--- src/hw/rtl/asp_pkg.sv ---
// ----------------------------------------------------------------------------
// asp_pkg
// Shared types and constants of the ANSI SGR stream parser: parse modes,
// character codes, result item layout and register map.
// ----------------------------------------------------------------------------
package asp_pkg;

    // Parse mode of the escape sequence tracker
    typedef enum logic [1:0] {
        MODE_TEXT = 2'd0,
        MODE_ESC  = 2'd1,
        MODE_CSI  = 2'd2
    } mode_t;

    // Character codes
    localparam logic [7:0] CH_ESC   = 8'h1B;
    localparam logic [7:0] CH_BS    = 8'h08;
    localparam logic [7:0] CH_CR    = 8'h0D;
    localparam logic [7:0] CH_LBRK  = 8'h5B;   // '['
    localparam logic [7:0] CH_SEMI  = 8'h3B;   // ';'
    localparam logic [7:0] CH_M     = 8'h6D;   // 'm'
    localparam logic [7:0] CH_0     = 8'h30;
    localparam logic [7:0] CH_9     = 8'h39;
    localparam logic [7:0] CH_UC_A  = 8'h41;
    localparam logic [7:0] CH_UC_Z  = 8'h5A;
    localparam logic [7:0] CH_LC_A  = 8'h61;
    localparam logic [7:0] CH_LC_Z  = 8'h7A;

    // SGR field codes
    localparam logic [6:0] SGR_RESET    = 7'd0;
    localparam logic [6:0] SGR_BOLD     = 7'd1;
    localparam logic [6:0] SGR_FG_LO    = 7'd30;
    localparam logic [6:0] SGR_FG_HI    = 7'd37;
    localparam logic [6:0] SGR_FG_BR_LO = 7'd90;
    localparam logic [6:0] SGR_FG_BR_HI = 7'd97;
    localparam logic [6:0] FIELD_MAX    = 7'd127;

    // Result kinds
    localparam logic KIND_PRINT  = 1'b0;
    localparam logic KIND_DELETE = 1'b1;

    // Register map (index of each register)
    localparam logic REG_DEFAULT_FG = 1'b0;
    localparam logic [3:0] DEFAULT_FG_RESET = 4'd7;

    // One result item
    typedef struct packed {
        logic       kind;
        logic [7:0] char_code;
        logic [3:0] fg_color;
        logic       bold;
    } result_t;

    // Handoff from parser core to output stage
    typedef struct packed {
        logic    push;
        result_t res;
    } core_out_t;

endpackage

--- src/hw/rtl/asp_cfg.sv ---
// ----------------------------------------------------------------------------
// asp_cfg
// APB-style register file holding the default foreground color.
// ----------------------------------------------------------------------------
module asp_cfg
    import asp_pkg::*;
(
    input  logic        aclk,
    input  logic        aresetn,
    input  logic        psel,
    input  logic        penable,
    input  logic        pwrite,
    input  logic [2:0]  paddr,
    input  logic [31:0] pwdata,
    output logic [31:0] prdata,
    output logic        pready,
    output logic [3:0]  default_fg
);

    logic [3:0] default_fg_reg;
    logic [3:0] default_fg_next;
    logic       wr_en;

    assign pready = 1'b1;
    assign wr_en  = psel && penable && pwrite && pready;

    // Register write decode
    always_comb begin
        default_fg_next = default_fg_reg;
        if (wr_en && (paddr[2] == REG_DEFAULT_FG)) begin
            default_fg_next = pwdata[3:0];
        end
    end

    always_ff @(posedge aclk) begin
        if (!aresetn) begin
            default_fg_reg <= DEFAULT_FG_RESET;
        end else begin
            default_fg_reg <= default_fg_next;
        end
    end

    // Read back
    always_comb begin
        prdata = 32'd0;
        if (paddr[2] == REG_DEFAULT_FG) begin
            prdata = {28'd0, default_fg_reg};
        end
    end

    assign default_fg = default_fg_reg;

endmodule

--- src/hw/rtl/asp_core.sv ---
// ----------------------------------------------------------------------------
// asp_core
// Escape sequence tracker and SGR field decoder. Updates the parse and
// format state on each accepted item and forms the result item, if any.
// ----------------------------------------------------------------------------
module asp_core
    import asp_pkg::*;
(
    input  logic       aclk,
    input  logic       aresetn,
    input  logic       accept,
    input  logic [7:0] byte_in,
    input  logic [3:0] default_fg,
    output core_out_t  core_out
);

    mode_t      mode_reg, mode_next;
    logic [3:0] cur_fg_reg, cur_fg_next;
    logic       cur_bold_reg, cur_bold_next;
    logic [6:0] field_value_reg, field_value_next;
    logic       field_invalid_reg, field_invalid_next;
    logic       pend_reset_reg, pend_reset_next;
    logic       pend_bold_reg, pend_bold_next;
    logic       pend_cval_reg, pend_cval_next;
    logic [3:0] pend_color_reg, pend_color_next;

    // Field finish results
    logic [6:0]  fv;
    logic        fin_reset, fin_bold, fin_cval;
    logic [3:0]  fin_color;
    logic [10:0] acc_full;
    logic        is_letter, is_digit;

    assign is_letter = ((byte_in >= CH_UC_A) && (byte_in <= CH_UC_Z)) ||
                       ((byte_in >= CH_LC_A) && (byte_in <= CH_LC_Z));
    assign is_digit  = (byte_in >= CH_0) && (byte_in <= CH_9);

    // Digit accumulation, saturating
    assign acc_full = 11'(field_value_reg) * 11'd10 + 11'(byte_in - CH_0);

    // Decode of the field that ends on this byte
    always_comb begin
        fv        = field_invalid_reg ? SGR_RESET : field_value_reg;
        fin_reset = pend_reset_reg;
        fin_bold  = pend_bold_reg;
        fin_cval  = pend_cval_reg;
        fin_color = pend_color_reg;
        if (fv == SGR_RESET) begin
            fin_reset = 1'b1;
            fin_bold  = 1'b0;
            fin_cval  = 1'b0;
            fin_color = 4'd0;
        end else if (fv == SGR_BOLD) begin
            fin_bold = 1'b1;
        end else if ((fv >= SGR_FG_LO) && (fv <= SGR_FG_HI)) begin
            fin_color = {1'b0, 3'(fv - SGR_FG_LO)};
            fin_cval  = 1'b1;
        end else if ((fv >= SGR_FG_BR_LO) && (fv <= SGR_FG_BR_HI)) begin
            fin_color = {1'b1, 3'(fv - SGR_FG_BR_LO)};
            fin_cval  = 1'b1;
        end
    end

    // Next state
    always_comb begin
        mode_next          = mode_reg;
        cur_fg_next        = cur_fg_reg;
        cur_bold_next      = cur_bold_reg;
        field_value_next   = field_value_reg;
        field_invalid_next = field_invalid_reg;
        pend_reset_next    = pend_reset_reg;
        pend_bold_next     = pend_bold_reg;
        pend_cval_next     = pend_cval_reg;
        pend_color_next    = pend_color_reg;

        if (accept) begin
            if ((mode_reg == MODE_CSI)) begin
                if (is_letter) begin
                    if (byte_in == CH_M) begin
                        if (fin_reset) begin
                            cur_fg_next   = default_fg;
                            cur_bold_next = 1'b0;
                        end
                        if (fin_bold) begin
                            cur_bold_next = 1'b1;
                        end
                        if (fin_cval) begin
                            cur_fg_next = fin_color;
                        end
                    end
                    mode_next          = MODE_TEXT;
                    field_value_next   = 7'd0;
                    field_invalid_next = 1'b0;
                    pend_reset_next    = 1'b0;
                    pend_bold_next     = 1'b0;
                    pend_cval_next     = 1'b0;
                    pend_color_next    = 4'd0;
                end else if (byte_in == CH_SEMI) begin
                    field_value_next   = 7'd0;
                    field_invalid_next = 1'b0;
                    pend_reset_next    = fin_reset;
                    pend_bold_next     = fin_bold;
                    pend_cval_next     = fin_cval;
                    pend_color_next    = fin_color;
                end else if (is_digit) begin
                    field_value_next = (acc_full > 11'(FIELD_MAX)) ? FIELD_MAX
                                                                   : acc_full[6:0];
                end else begin
                    field_invalid_next = 1'b1;
                end
            end else if ((mode_reg == MODE_ESC) && (byte_in == CH_LBRK)) begin
                // ESC [ opens a control sequence
                mode_next          = MODE_CSI;
                field_value_next   = 7'd0;
                field_invalid_next = 1'b0;
                pend_reset_next    = 1'b0;
                pend_bold_next     = 1'b0;
                pend_cval_next     = 1'b0;
                pend_color_next    = 4'd0;
            end else begin
                // Text handling; a lone ESC is dropped and the byte falls here
                mode_next = MODE_TEXT;
                if (byte_in == CH_ESC) begin
                    mode_next = MODE_ESC;
                end
            end
        end
    end

    // Result item
    always_comb begin
        core_out.push          = 1'b0;
        core_out.res.kind      = KIND_PRINT;
        core_out.res.char_code = byte_in;
        core_out.res.fg_color  = cur_fg_reg;
        core_out.res.bold      = cur_bold_reg;
        if (accept && (mode_reg != MODE_CSI) &&
            !((mode_reg == MODE_ESC) && (byte_in == CH_LBRK))) begin
            if (byte_in == CH_BS) begin
                core_out.push          = 1'b1;
                core_out.res.kind      = KIND_DELETE;
                core_out.res.char_code = 8'd0;
                core_out.res.fg_color  = 4'd0;
                core_out.res.bold      = 1'b0;
            end else if ((byte_in != CH_ESC) && (byte_in != CH_CR)) begin
                core_out.push = 1'b1;
            end
        end
    end

    always_ff @(posedge aclk) begin
        if (!aresetn) begin
            mode_reg          <= MODE_TEXT;
            cur_fg_reg        <= DEFAULT_FG_RESET;
            cur_bold_reg      <= 1'b0;
            field_value_reg   <= 7'd0;
            field_invalid_reg <= 1'b0;
            pend_reset_reg    <= 1'b0;
            pend_bold_reg     <= 1'b0;
            pend_cval_reg     <= 1'b0;
            pend_color_reg    <= 4'd0;
        end else begin
            mode_reg          <= mode_next;
            cur_fg_reg        <= cur_fg_next;
            cur_bold_reg      <= cur_bold_next;
            field_value_reg   <= field_value_next;
            field_invalid_reg <= field_invalid_next;
            pend_reset_reg    <= pend_reset_next;
            pend_bold_reg     <= pend_bold_next;
            pend_cval_reg     <= pend_cval_next;
            pend_color_reg    <= pend_color_next;
        end
    end

    // A result never comes out of sequence bytes
    a_no_push_in_csi: assert property (@(posedge aclk) disable iff (!aresetn)
        (mode_reg == MODE_CSI) |-> !core_out.push)
        else $error("result produced inside control sequence");

    // ESC in text mode always arms the escape tracker
    a_esc_arms: assert property (@(posedge aclk) disable iff (!aresetn)
        (accept && (mode_reg == MODE_TEXT) && (byte_in == CH_ESC))
        |=> (mode_reg == MODE_ESC))
        else $error("ESC did not enter escape mode");

    // Format state only moves on a final 'm'
    a_fmt_hold: assert property (@(posedge aclk) disable iff (!aresetn)
        !(accept && (mode_reg == MODE_CSI) && (byte_in == CH_M))
        |=> ($stable(cur_fg_reg) && $stable(cur_bold_reg)))
        else $error("format changed outside SGR end");

endmodule

--- src/hw/rtl/asp_out.sv ---
// ----------------------------------------------------------------------------
// asp_out
// Result register with one skid entry; decouples input ready from the
// output side's tready.
// ----------------------------------------------------------------------------
module asp_out
    import asp_pkg::*;
(
    input  logic      aclk,
    input  logic      aresetn,
    input  core_out_t core_out,
    output logic      in_ready,
    output logic      out_valid,
    input  logic      out_ready,
    output result_t   out_res
);

    logic    main_valid_reg, main_valid_next;
    logic    skid_valid_reg, skid_valid_next;
    result_t main_reg, main_next;
    result_t skid_reg, skid_next;
    logic    pop;

    assign pop      = main_valid_reg && out_ready;
    assign in_ready = !skid_valid_reg;

    // Fill and drain of the two entries
    always_comb begin
        main_valid_next = main_valid_reg;
        skid_valid_next = skid_valid_reg;
        main_next       = main_reg;
        skid_next       = skid_reg;
        if (!main_valid_reg || pop) begin
            if (skid_valid_reg) begin
                main_next       = skid_reg;
                main_valid_next = 1'b1;
                skid_valid_next = 1'b0;
            end else begin
                main_next       = core_out.res;
                main_valid_next = core_out.push;
            end
        end else if (core_out.push) begin
            skid_next       = core_out.res;
            skid_valid_next = 1'b1;
        end
    end

    always_ff @(posedge aclk) begin
        if (!aresetn) begin
            main_valid_reg <= 1'b0;
            skid_valid_reg <= 1'b0;
        end else begin
            main_valid_reg <= main_valid_next;
            skid_valid_reg <= skid_valid_next;
        end
        main_reg <= main_next;
        skid_reg <= skid_next;
    end

    assign out_valid = main_valid_reg;
    assign out_res   = main_reg;

    // Skid entry is only used behind a full result register
    a_skid_order: assert property (@(posedge aclk) disable iff (!aresetn)
        skid_valid_reg |-> main_valid_reg)
        else $error("skid entry valid with empty result register");

    // No push may arrive while the skid entry is occupied
    a_no_overrun: assert property (@(posedge aclk) disable iff (!aresetn)
        skid_valid_reg |-> !core_out.push)
        else $error("result pushed into full output stage");

endmodule

--- src/hw/rtl/ansi_sgr_stream_parser_unit.sv ---
// Result items are registered in the result register, else in the skid entry.
// Throughput: one byte per cycle while s_tready is high; the parse and SGR
// decode is a single combinational step between the state registers and the
// result register. A one-entry skid stage keeps s_tready independent of m_tready.
// Reset (aresetn low, synchronous): text mode, color 7, bold off, output empty.
// ----------------------------------------------------------------------------
// ansi_sgr_stream_parser_unit
// Terminal byte stream parser: tracks ESC / CSI sequences, applies SGR
// color and bold fields, emits printable bytes and delete items.
// ----------------------------------------------------------------------------
module ansi_sgr_stream_parser_unit
    import asp_pkg::*;
(
    input  logic        aclk,
    input  logic        aresetn,
    // Input stream
    input  logic        s_tvalid,
    output logic        s_tready,
    input  logic [7:0]  s_tdata,    // [7:0] byte_in
    // Result stream
    output logic        m_tvalid,
    input  logic        m_tready,
    output logic [15:0] m_tdata,    // [7:0] char_code, [11:8] fg_color, [12] bold
    output logic        m_tuser,    // [0] kind
    // Configuration
    input  logic        psel,
    input  logic        penable,
    input  logic        pwrite,
    input  logic [2:0]  paddr,
    input  logic [31:0] pwdata,
    output logic [31:0] prdata,
    output logic        pready
);

    logic       accept;
    logic [3:0] default_fg;
    core_out_t  core_out;
    result_t    out_res;

    assign accept = s_tvalid && s_tready;

    asp_cfg u_cfg (
        .aclk       (aclk),
        .aresetn    (aresetn),
        .psel       (psel),
        .penable    (penable),
        .pwrite     (pwrite),
        .paddr      (paddr),
        .pwdata     (pwdata),
        .prdata     (prdata),
        .pready     (pready),
        .default_fg (default_fg)
    );

    asp_core u_core (
        .aclk       (aclk),
        .aresetn    (aresetn),
        .accept     (accept),
        .byte_in    (s_tdata),
        .default_fg (default_fg),
        .core_out   (core_out)
    );

    asp_out u_out (
        .aclk      (aclk),
        .aresetn   (aresetn),
        .core_out  (core_out),
        .in_ready  (s_tready),
        .out_valid (m_tvalid),
        .out_ready (m_tready),
        .out_res   (out_res)
    );

    // Pack result item
    assign m_tdata = {3'd0, out_res.bold, out_res.fg_color, out_res.char_code};
    assign m_tuser = out_res.kind;

endmodule
--- config.mk ---
export PLATFORM = sky130hd
export DESIGN_NAME = ansi_sgr_stream_parser_unit
export DESIGN_NICKNAME = d
export VERILOG_FILES = /design/src/hw/rtl/asp_pkg.sv /design/src/hw/rtl/asp_cfg.sv /design/src/hw/rtl/asp_core.sv /design/src/hw/rtl/asp_out.sv /design/src/hw/rtl/ansi_sgr_stream_parser_unit.sv
export SDC_FILE = /design/constraint.sdc
export NUM_CORES = 1
export LEC_CHECK = 0
export BUFFER_PORTS_ARGS = -buffer_cell sky130_fd_sc_hd__buf_4
export CAP_MARGIN = 20
export CORE_MARGIN = 2
export CORE_UTILIZATION = 54
export CTS_CLUSTER_DIAMETER = 150
export DETAILED_ROUTE_END_ITERATION = 10
export HOLD_SLACK_MARGIN = 0.1
export PLACE_DENSITY_LB_ADDON = 0.2
export SYNTH_ARGS = -nofsm -noshare
export SYNTH_HDL_FRONTEND = slang
export SYNTH_SLANG_ARGS = --single-unit
--- constraint.sdc ---
create_clock -name aclk -period 4.1 [get_ports aclk]
set_input_delay 0.82 -clock aclk [delete_from_list [all_inputs] [get_ports aclk]]
set_output_delay 0.82 -clock aclk [all_outputs]
set_load 0.01 [all_outputs]
==> results.cfg, run 1 <==
[critical_path]
timing.rr.end = u_core.field_value_reg[5]
r2r-start = u_core.field_value_reg[3]
cp-end-kind = flop
critPathKind = flop to flop
cp_common_cell = ha_1
r2r_slack_ps = 550
worstPathCellList = ha_1 > ha_1 > fa_1 > a21o_1 > a21oi_1 > xnor2_1 > ha_1 > o211ai_1 > a21oi_1 > a211oi_1 > xnor2_1 > o41ai_4 > o211ai_1
cp_top_family = compound AO/OA/AOI/OAI gates
critPathRequiredTime_ps = 4290
critPathSlowestCell = dfxtp_1
rr_worst_depth = 13
cp_num_buf_inv = 0
path_max_fanout = 7
cp.arrival_ps = 3730
crit_path_max_incr_delay_ps = 440
worstSetupStartpointType = flop

[clock_tree]
worstSkewPairLatency_ps = 320
cts.sinks = 56
clkTransAtPathRegs_ps = 110
root_buffer = clkbuf_8
cts_tree = done
cts_hold_buf = 0
cts_buffer_depth = 2
ctsHtreeMaxLevel = 2
cts_resized = 0
post_cts_buffers = 0
cts_buffers = 5

[floorplan]
io_pins = 102
rows = 30
start_util_pct = 56.41
die_area_um2 = 7910
fp.dieW_um = 88.94
core_area_um2 = 6907
dieHeight_um = 88.94

[global_routing]
grt_max_degree = 20
grt_usage_pct = 19.72
overflow = 0
first_global_vias = 2677
grt_pass1_wl_um = 12420
antenna_found_initial = 0

[timing]
finalMaxSlewViolations = 0
tightest_slew_ps = 1060
finalCritPeriodShare_pct = 86.52
timing.setup.tns_ps = 0
rsz0062_at_grt = false
maxSlewHeadroom_pct = 28.96
layout_setup_ws_ps = 552.8
fmax_ghz = 0.2819
finClkSkew_ps = 14.39
hold_viol_final = 0
finalSetupViolCount = 0
min_period_ps = 3547

[yosys]
synth-seq-area-share_pct = 35.97
synth_cell_type_count = 76
synth_common_cells = buf_4 (32), dfxtp_1 (28), edfxtp_1 (28), ha_1 (28), nand2_1 (27)
synthAdderAreaFrac_pct = 10.02
synth_flop_cell = edfxtp_1
synthCells = 407
ys_top_cells_by_area = edfxtp_1 (22%), dfxtp_1 (14%), ha_1 (9.0%)
yosysTopAreaCell = edfxtp_1
synth_compound_area_share_pct = 18.43
synthArstFlopShare_pct = 0
synthMuxAreaShare_pct = 4.207
ys_seq_elements = 56
synth.most_common_cell = buf_4
synth_top_area_share_pct = 21.58
synth_top_family_by_area = simple AND/OR/NAND/NOR gates
yosys.area_share.simple_pct = 18.72
post_synth_xor_area_fraction_pct = 2.697
syn_avg_cell_area_um2 = 9.573
synth_edf_count = 28
netlist_area_um2 = 3896
yosys_warnings = 0

[route]
vias = 2973
dr.pass1.iters = 4
postRouteWirelength_um = 7625
drcViolationCount = 0
vias_per_cell = 5.588
post_drt_wl_per_cell_um = 14.33
ant_nets = 0
drtIter0Drc = 166

[power]
peakVddDrop_mv = 0.1599
power_frac_comb_pct = 14.9
p_int_uw = 793.3
pwr-share-clk_pct = 29.5
p_total_mw = 1.097
p_switching_uw = 303.9
power.density_nw_per_um2 = 260.1
leakage_nw = 1.801
netSwitchingFraction_pct = 27.70
seq_power_share_pct = 55.6

[placed_design]
gp_congestion = 0.8653
dp_slack_ps = 586.7
hpwl_um = 5756
port_buffers = 39

[min_path]
whs_path_depth = 1
hold_path_startpoint = u_core.pend_color_reg[2]
hold-path-endpoint = u_core.pend_color_reg[2]
hold_class = flop to flop

[finish]
fin_util_pct = 61.07
drive_gt1_share_pct = 17.20
fin_nets = 515
antennaDiodeCount = 0
areaGrowthSynthToFinish_pct = 8.253

[run]
drv_cap = 0

[status]
status = finished clean
[power groups by stage]
stage	clock network (mW)	logic [mW]	registers, mW
2_1_floorplan	0	0.127	0.626
3_3_place_gp	0	0.159	0.623
3_5_place_dp	0	0.162	0.624
4_1_cts	0.327	0.163	0.611
5_1_grt	0.355	0.181	0.613
6_report	0.323	0.163	0.610
[how the worst max path moves through the flow]
stage / slack, ps / cells past startpoint / to / start
floorplan: 820 / 13 / u_core.field_value_reg[4] / u_core.field_value_reg[1]
CTS: 550 / 14 / u_core.field_value_reg[5] / u_core.field_value_reg[2]
global route: 280 / 14 / u_core.field_value_reg[4] / u_core.field_value_reg[2]
global placement: 610 / 14 / u_core.field_value_reg[4] / u_core.field_value_reg[2]
detailed placement: 590 / 14 / u_core.field_value_reg[5] / u_core.field_value_reg[2]
finish: 550 / 13 / u_core.field_value_reg[5] / u_core.field_value_reg[3]
[cells in the final DEF (no fill, tap or decap), types with 8 or more instances in the layout]
cell type  count
a21oi_1       21
edfxtp_1      28
mux2_2        11
nand2_1       27
and2_1        10
buf_4         42
conb_1        32
nand3_1       10
o21ai_0       13
ha_1          28
nor3_1        10
nor2b_1       10
nand2b_1       9
o211ai_1       8
inv_1         13
nor2_1        18
dfxtp_1       28
[area by class of cell]
| type | instances | area (µm²) |
|---|---|---|
| Sequential cell | 56 | 1401 |
| Inverter | 14 | 52.55 |
| Clock inverter | 3 | 27.53 |
| Tap cell | 96 | 120.1 |
| Multi-Input combinational cell | 316 | 2232 |
| Clock buffer | 5 | 68.82 |
| Fill cell | 606 | 2689 |
| Timing Repair Buffer | 42 | 315.3 |
[through the flow]
step | cell area, µm² | cells | hold WS [ps]
after detailed placement | 4121 | 524 | 467.1
after CTS | 4218 | 532 | 494.5
final | 4218 | 532 | 493.8
after global placement | 4121 | 524 | 461.4
after global routing | 4218 | 532 | 512.9
after floorplan | 4009 | 437 | 443.1
[cell families (layout without fill, tap and decap cells)]
group	Yosys count	count (layout)
AND/OR/NAND/NOR	129	129
multiplexers	15	15
AO/OA/AOI/OAI	98	98
other	2	32
flip-flops	56	56
XOR/XNOR	12	12
adder cells (fa/ha/maj)	30	30
buffers and inverters	65	64
[metal layers]
metal / vias up / part of all wire, % / global-route usage, %
met5: - / 0 / 0
met3: 7 / 5.4 / 3.786
met2: 90 / 48 / 33.51
li1: 1494 / - / -
met4: 0 / 0.85 / 4.613
met1: 1382 / 46 / 26.14
Power figures use the tool's default switching activity.
==> inputs of run 2 (changes only) <==
--- a/config.mk
+++ b/config.mk
@@ -13,6 +13,7 @@
 export DETAILED_ROUTE_END_ITERATION = 10
 export HOLD_SLACK_MARGIN = 0.1
 export PLACE_DENSITY_LB_ADDON = 0.2
+export RECOVER_POWER = 100
 export SYNTH_ARGS = -nofsm -noshare
 export SYNTH_HDL_FRONTEND = slang
 export SYNTH_SLANG_ARGS = --single-unit
==> results.cfg, run 2 (synthesis results as in run 1) <==
[status]
status = finished with violations
violations = capacitance limit, slew limit

[clock_tree]
cts_resized = 0
post_cts_buffers = 0
worstSkewPairLatency_ps = 320
cts_hold_buf = 0
cts.sinks = 56
root_buffer = clkbuf_8
cts_buffers = 5
ctsHtreeMaxLevel = 2
cts_tree = done
cts_buffer_depth = 2
clkTransAtPathRegs_ps = 110

[timing]
finalSetupViolCount = 0
rsz0062_at_grt = false
finClkSkew_ps = 12.52
holdWs_ps = 493.4
fmax_ghz = 0.2825
min_period_ps = 3540
tightest_slew_ps = 1905
timing.setup.tns_ps = 0
maxSlewHeadroom_pct = -27.95
finalCritPeriodShare_pct = 86.33
finalMaxSlewViolations = 15
hold_viol_final = 0

[min_path]
hold_path_startpoint = u_core.pend_color_reg[2]
hold_class = flop to flop

[finish]
fin_nets = 515
n_fill_cell = 641
areaGrowthSynthToFinish_pct = 4.913
fin_area_um2 = 4088
mostFrequentLayoutCell = conb_1
drive_gt1_share_pct = 9.862
antennaDiodeCount = 0
mostFrequentLayoutCells = conb_1 (32), clkbuf_1 (29), ha_1 (28), dfxtp_1 (28), edfxtp_1 (28)
fin_cells = 532
fin_util_pct = 59.18

[critical_path]
path_max_fanout = 7
crit_path_max_incr_delay_ps = 440
crit_start = u_core.field_value_reg[3]
cp_common_cell = ha_1
cp_top_family = compound AO/OA/AOI/OAI gates
r2r-start = u_core.field_value_reg[3]
cp.arrival_ps = 3730
cp_num_buf_inv = 0
worstPathCellList = ha_1 > ha_1 > fa_1 > a21o_1 > a21oi_1 > xnor2_1 > ha_1 > o211ai_1 > a21oi_1 > a211oi_1 > xnor2_1 > o41ai_4 > o211ai_1
critPathRequiredTime_ps = 4290
critPathKind = flop to flop
worstSetupStartpointType = flop
cp-end-kind = flop
critPathSlowestCell = dfxtp_1

[floorplan]
dieHeight_um = 88.94
fp.dieW_um = 88.94
start_util_pct = 56.41
rows = 30
die_area_um2 = 7910
core_area_um2 = 6907
io_pins = 102

[placed_design]
port_buffers = 39
gp_congestion = 0.8653
dpl-instance-area_um2 = 4121
hpwl_um = 5756
dp_cells = 524

[power]
seq_power_share_pct = 56.4
leakage_nw = 1.690
p_int_uw = 780.4
netSwitchingFraction_pct = 27.87
pwr-share-clk_pct = 29.8
power.density_nw_per_um2 = 264.7
power_frac_comb_pct = 13.8
peakVddDrop_mv = 0.1594
p_switching_uw = 301.5

[run]
drv_cap = 1

[route]
ant_nets = 0
postRouteWirelength_um = 7639
drcViolationCount = 0
vias_per_cell = 5.592
vias = 2975
dr.pass1.iters = 4
drtIter0Drc = 166
post_drt_wl_per_cell_um = 14.36

[global_routing]
grt_pass1_wl_um = 12420
overflow = 0
grt_max_degree = 20
grt_usage_pct = 19.72
first_global_vias = 2677
antenna_found_initial = 0
run 2: worst paths after layout:
| path | depth (start not counted) | endpoint | slack, ps |
|---|---|---|---|
| max reg2reg | 13 | u_core.field_value_reg[4] | 560 |
| max | 13 | u_core.field_value_reg[4] | 560 |
| min | 1 | u_core.pend_color_reg[2] | 490 |
| min reg2reg | 1 | u_core.pend_color_reg[2] | 490 |
run 2: layout make-up:
type / instances / area (µm²) / area share (%)
Clock buffer: 5 / 68.82 / 1.684
Clock inverter: 3 / 27.53 / 0.6734
Inverter: 14 / 52.55 / 1.286
Multi-Input combinational cell: 316 / 2211 / 54.09
Sequential cell: 56 / 1401 / 34.28
Tap cell: 96 / 120.1 / 2.938
Timing Repair Buffer: 42 / 206.4 / 5.051
run 2: power groups by stage:
stage / registers (mW) / clock network, mW / logic [mW]
2_1_floorplan: 0.626 / 0 / 0.127
3_3_place_gp: 0.623 / 0 / 0.159
3_5_place_dp: 0.624 / 0 / 0.162
4_1_cts: 0.611 / 0.327 / 0.163
5_1_grt: 0.613 / 0.355 / 0.167
6_report: 0.611 / 0.322 / 0.149
run 2: worst reg2reg max path, cell delays in order, from the launching register on:
cell	delay [ps]
dfxtp_1	440
ha_1	270
ha_1	230
fa_1	400
a21o_1	190
a21oi_1	180
xnor2_1	150
ha_1	310
o211ai_1	190
a21oi_1	70
a211oi_1	290
xnor2_1	150
o41ai_4	390
o211ai_1	150
run 2: routing by layer:
metal	share of wire, %	GRT usage, %	vias to the layer above
met3	4.8	3.786	9
met4	1.3	4.613	0
met1	47	26.14	1387
met5	0	0	-
li1	-	-	1497
met2	47	33.51	82
run 2: per-stage QoR:
stage,power [mW],setup WS (ps)
floorplan,0.7530,817.6
global placement,0.7822,614.2
detailed placement,0.7854,586.7
global route,1.134,283.6
finish,1.082,560.3
CTS,1.101,550.9
==> inputs of run 3 (changes only) <==
--- a/config.mk
+++ b/config.mk
@@ -7,7 +7,6 @@
 export LEC_CHECK = 0
 export BUFFER_PORTS_ARGS = -buffer_cell sky130_fd_sc_hd__buf_4
 export CAP_MARGIN = 20
-export CORE_MARGIN = 2
 export CORE_UTILIZATION = 54
 export CTS_CLUSTER_DIAMETER = 150
 export DETAILED_ROUTE_END_ITERATION = 10
==> results.cfg, run 3 (synthesis results as in run 1) <==
[timing]
finalSetupViolCount = 0
layout_setup_ws_ps = 553.2
timing.setup.tns_ps = 0
tightest_slew_ps = 1750
maxSlewHeadroom_pct = -17.60
rsz0062_at_grt = false
finalCritPeriodShare_pct = 86.51
fmax_ghz = 0.2819
hold_viol_final = 0
finClkSkew_ps = 6.270
min_period_ps = 3547
finalMaxSlewViolations = 15
holdWs_ps = 490.3

[clock_tree]
cts_buffers = 5
post_cts_buffers = 0
cts_hold_buf = 0
cts_buffer_depth = 2
cts_resized = 0
cts.sinks = 56
worstSkewPairLatency_ps = 310
cts_tree = done
clkTransAtPathRegs_ps = 110
root_buffer = clkbuf_8
ctsHtreeMaxLevel = 2

[placed_design]
dp_slack_ps = 567.5
hpwl_um = 5780
port_buffers = 39
dp_cells = 524
gp_congestion = 0.8417

[route]
vias = 2982
drtIter0Drc = 177
postRouteWirelength_um = 7588
vias_per_cell = 5.605
dr.pass1.iters = 5
ant_nets = 0
drcViolationCount = 0
post_drt_wl_per_cell_um = 14.26

[finish]
antennaDiodeCount = 0
fin_nets = 515
mostFrequentLayoutCells = conb_1 (32), clkbuf_1 (30), ha_1 (28), dfxtp_1 (28), edfxtp_1 (28)
fin_cells = 532
n_fill_cell = 639
fin_util_pct = 59.45
mostFrequentLayoutCell = conb_1
drive_gt1_share_pct = 9.633
areaGrowthSynthToFinish_pct = 4.817

[critical_path]
cp.arrival_ps = 3720
critPathKind = flop to flop
crit_path_max_incr_delay_ps = 430
rr_worst_depth = 13
cp-end-kind = flop
crit_start = u_core.field_value_reg[3]
critPathSlowestCell = dfxtp_1
r2r-start = u_core.field_value_reg[3]
worstSetupStartpointType = flop
cp_common_cell = ha_1
worstPathCellList = ha_1 > ha_1 > fa_1 > a21o_1 > a21oi_1 > xnor2_1 > ha_1 > o211ai_1 > a21oi_1 > a211oi_1 > xnor2_1 > o41ai_4 > o211ai_1
path_max_fanout = 7
critPathRequiredTime_ps = 4270

[global_routing]
first_global_vias = 2781
grt_pass1_wl_um = 12830
antenna_found_initial = 0
grt_usage_pct = 21.25
overflow = 0
grt_max_degree = 20

[power]
power.density_nw_per_um2 = 264.9
leakage_nw = 1.687
peakVddDrop_mv = 0.1745

[status]
violations = capacitance limit, slew limit
status = finished with violations

[floorplan]
fp.dieW_um = 86.94
start_util_pct = 56.72
die_area_um2 = 7559
io_pins = 102
rows = 30
dieHeight_um = 86.94
core_area_um2 = 6869

[min_path]
hold_class = flop to flop
hold_path_startpoint = u_core.cur_fg_reg[3]
whs_path_depth = 2

[run]
drv_cap = 1
run 3: worst max-delay path: cells and delay by family, from the launching register on:
kind,cells,cell delay [ps]
XOR/XNOR,2,290
AO/OA/AOI/OAI,7,1460
flip-flops,1,430
adder cells (fa/ha/maj),4,1210
run 3: per-stage QoR:
stage	area, µm²	power, mW
finish	4084	1.082
global route	4084	1.130
CTS	4218	1.099
detailed placement	4121	0.7856
global placement	4121	0.7818
floorplan	4009	0.7530
run 3: path summary, 6_finish.rpt:
path,endpoint,slack [ps]
setup / recovery,u_core.field_value_reg[4],550
hold / removal,u_core.cur_fg_reg[3],490
setup reg to reg,u_core.field_value_reg[4],550
hold reg to reg,u_core.cur_fg_reg[3],490
run 3: metal layers:
metal | track usage (%) | vias to the layer above | wire length, µm
met5 | 0 | - | 0
met4 | 4.394 | 0 | 46
met3 | 3.033 | 4 | 366
met2 | 36.29 | 88 | 3582
met1 | 28.63 | 1399 | 3593
li1 | - | 1491 | -
run 3: cell type report:
| class | count | area (µm²) | area share (%) |
|---|---|---|---|
| Clock buffer | 5 | 68.82 | 1.685 |
| Sequential cell | 56 | 1401 | 34.31 |
| Multi-Input combinational cell | 316 | 2211 | 54.14 |
| Clock inverter | 3 | 27.53 | 0.6740 |
| Timing Repair Buffer | 42 | 202.7 | 4.963 |
| Inverter | 14 | 52.55 | 1.287 |
| Tap cell | 96 | 120.1 | 2.941 |
run 3: where the power goes:
part           total (mW)  internal (mW)  switching [mW]  leakage [nW]
Sequential          0.610          0.603         0.00767         0.489
Clock               0.322          0.126           0.196        0.0463
Combinational       0.150         0.0513          0.0984          1.15
Total                1.08          0.780           0.302          1.69
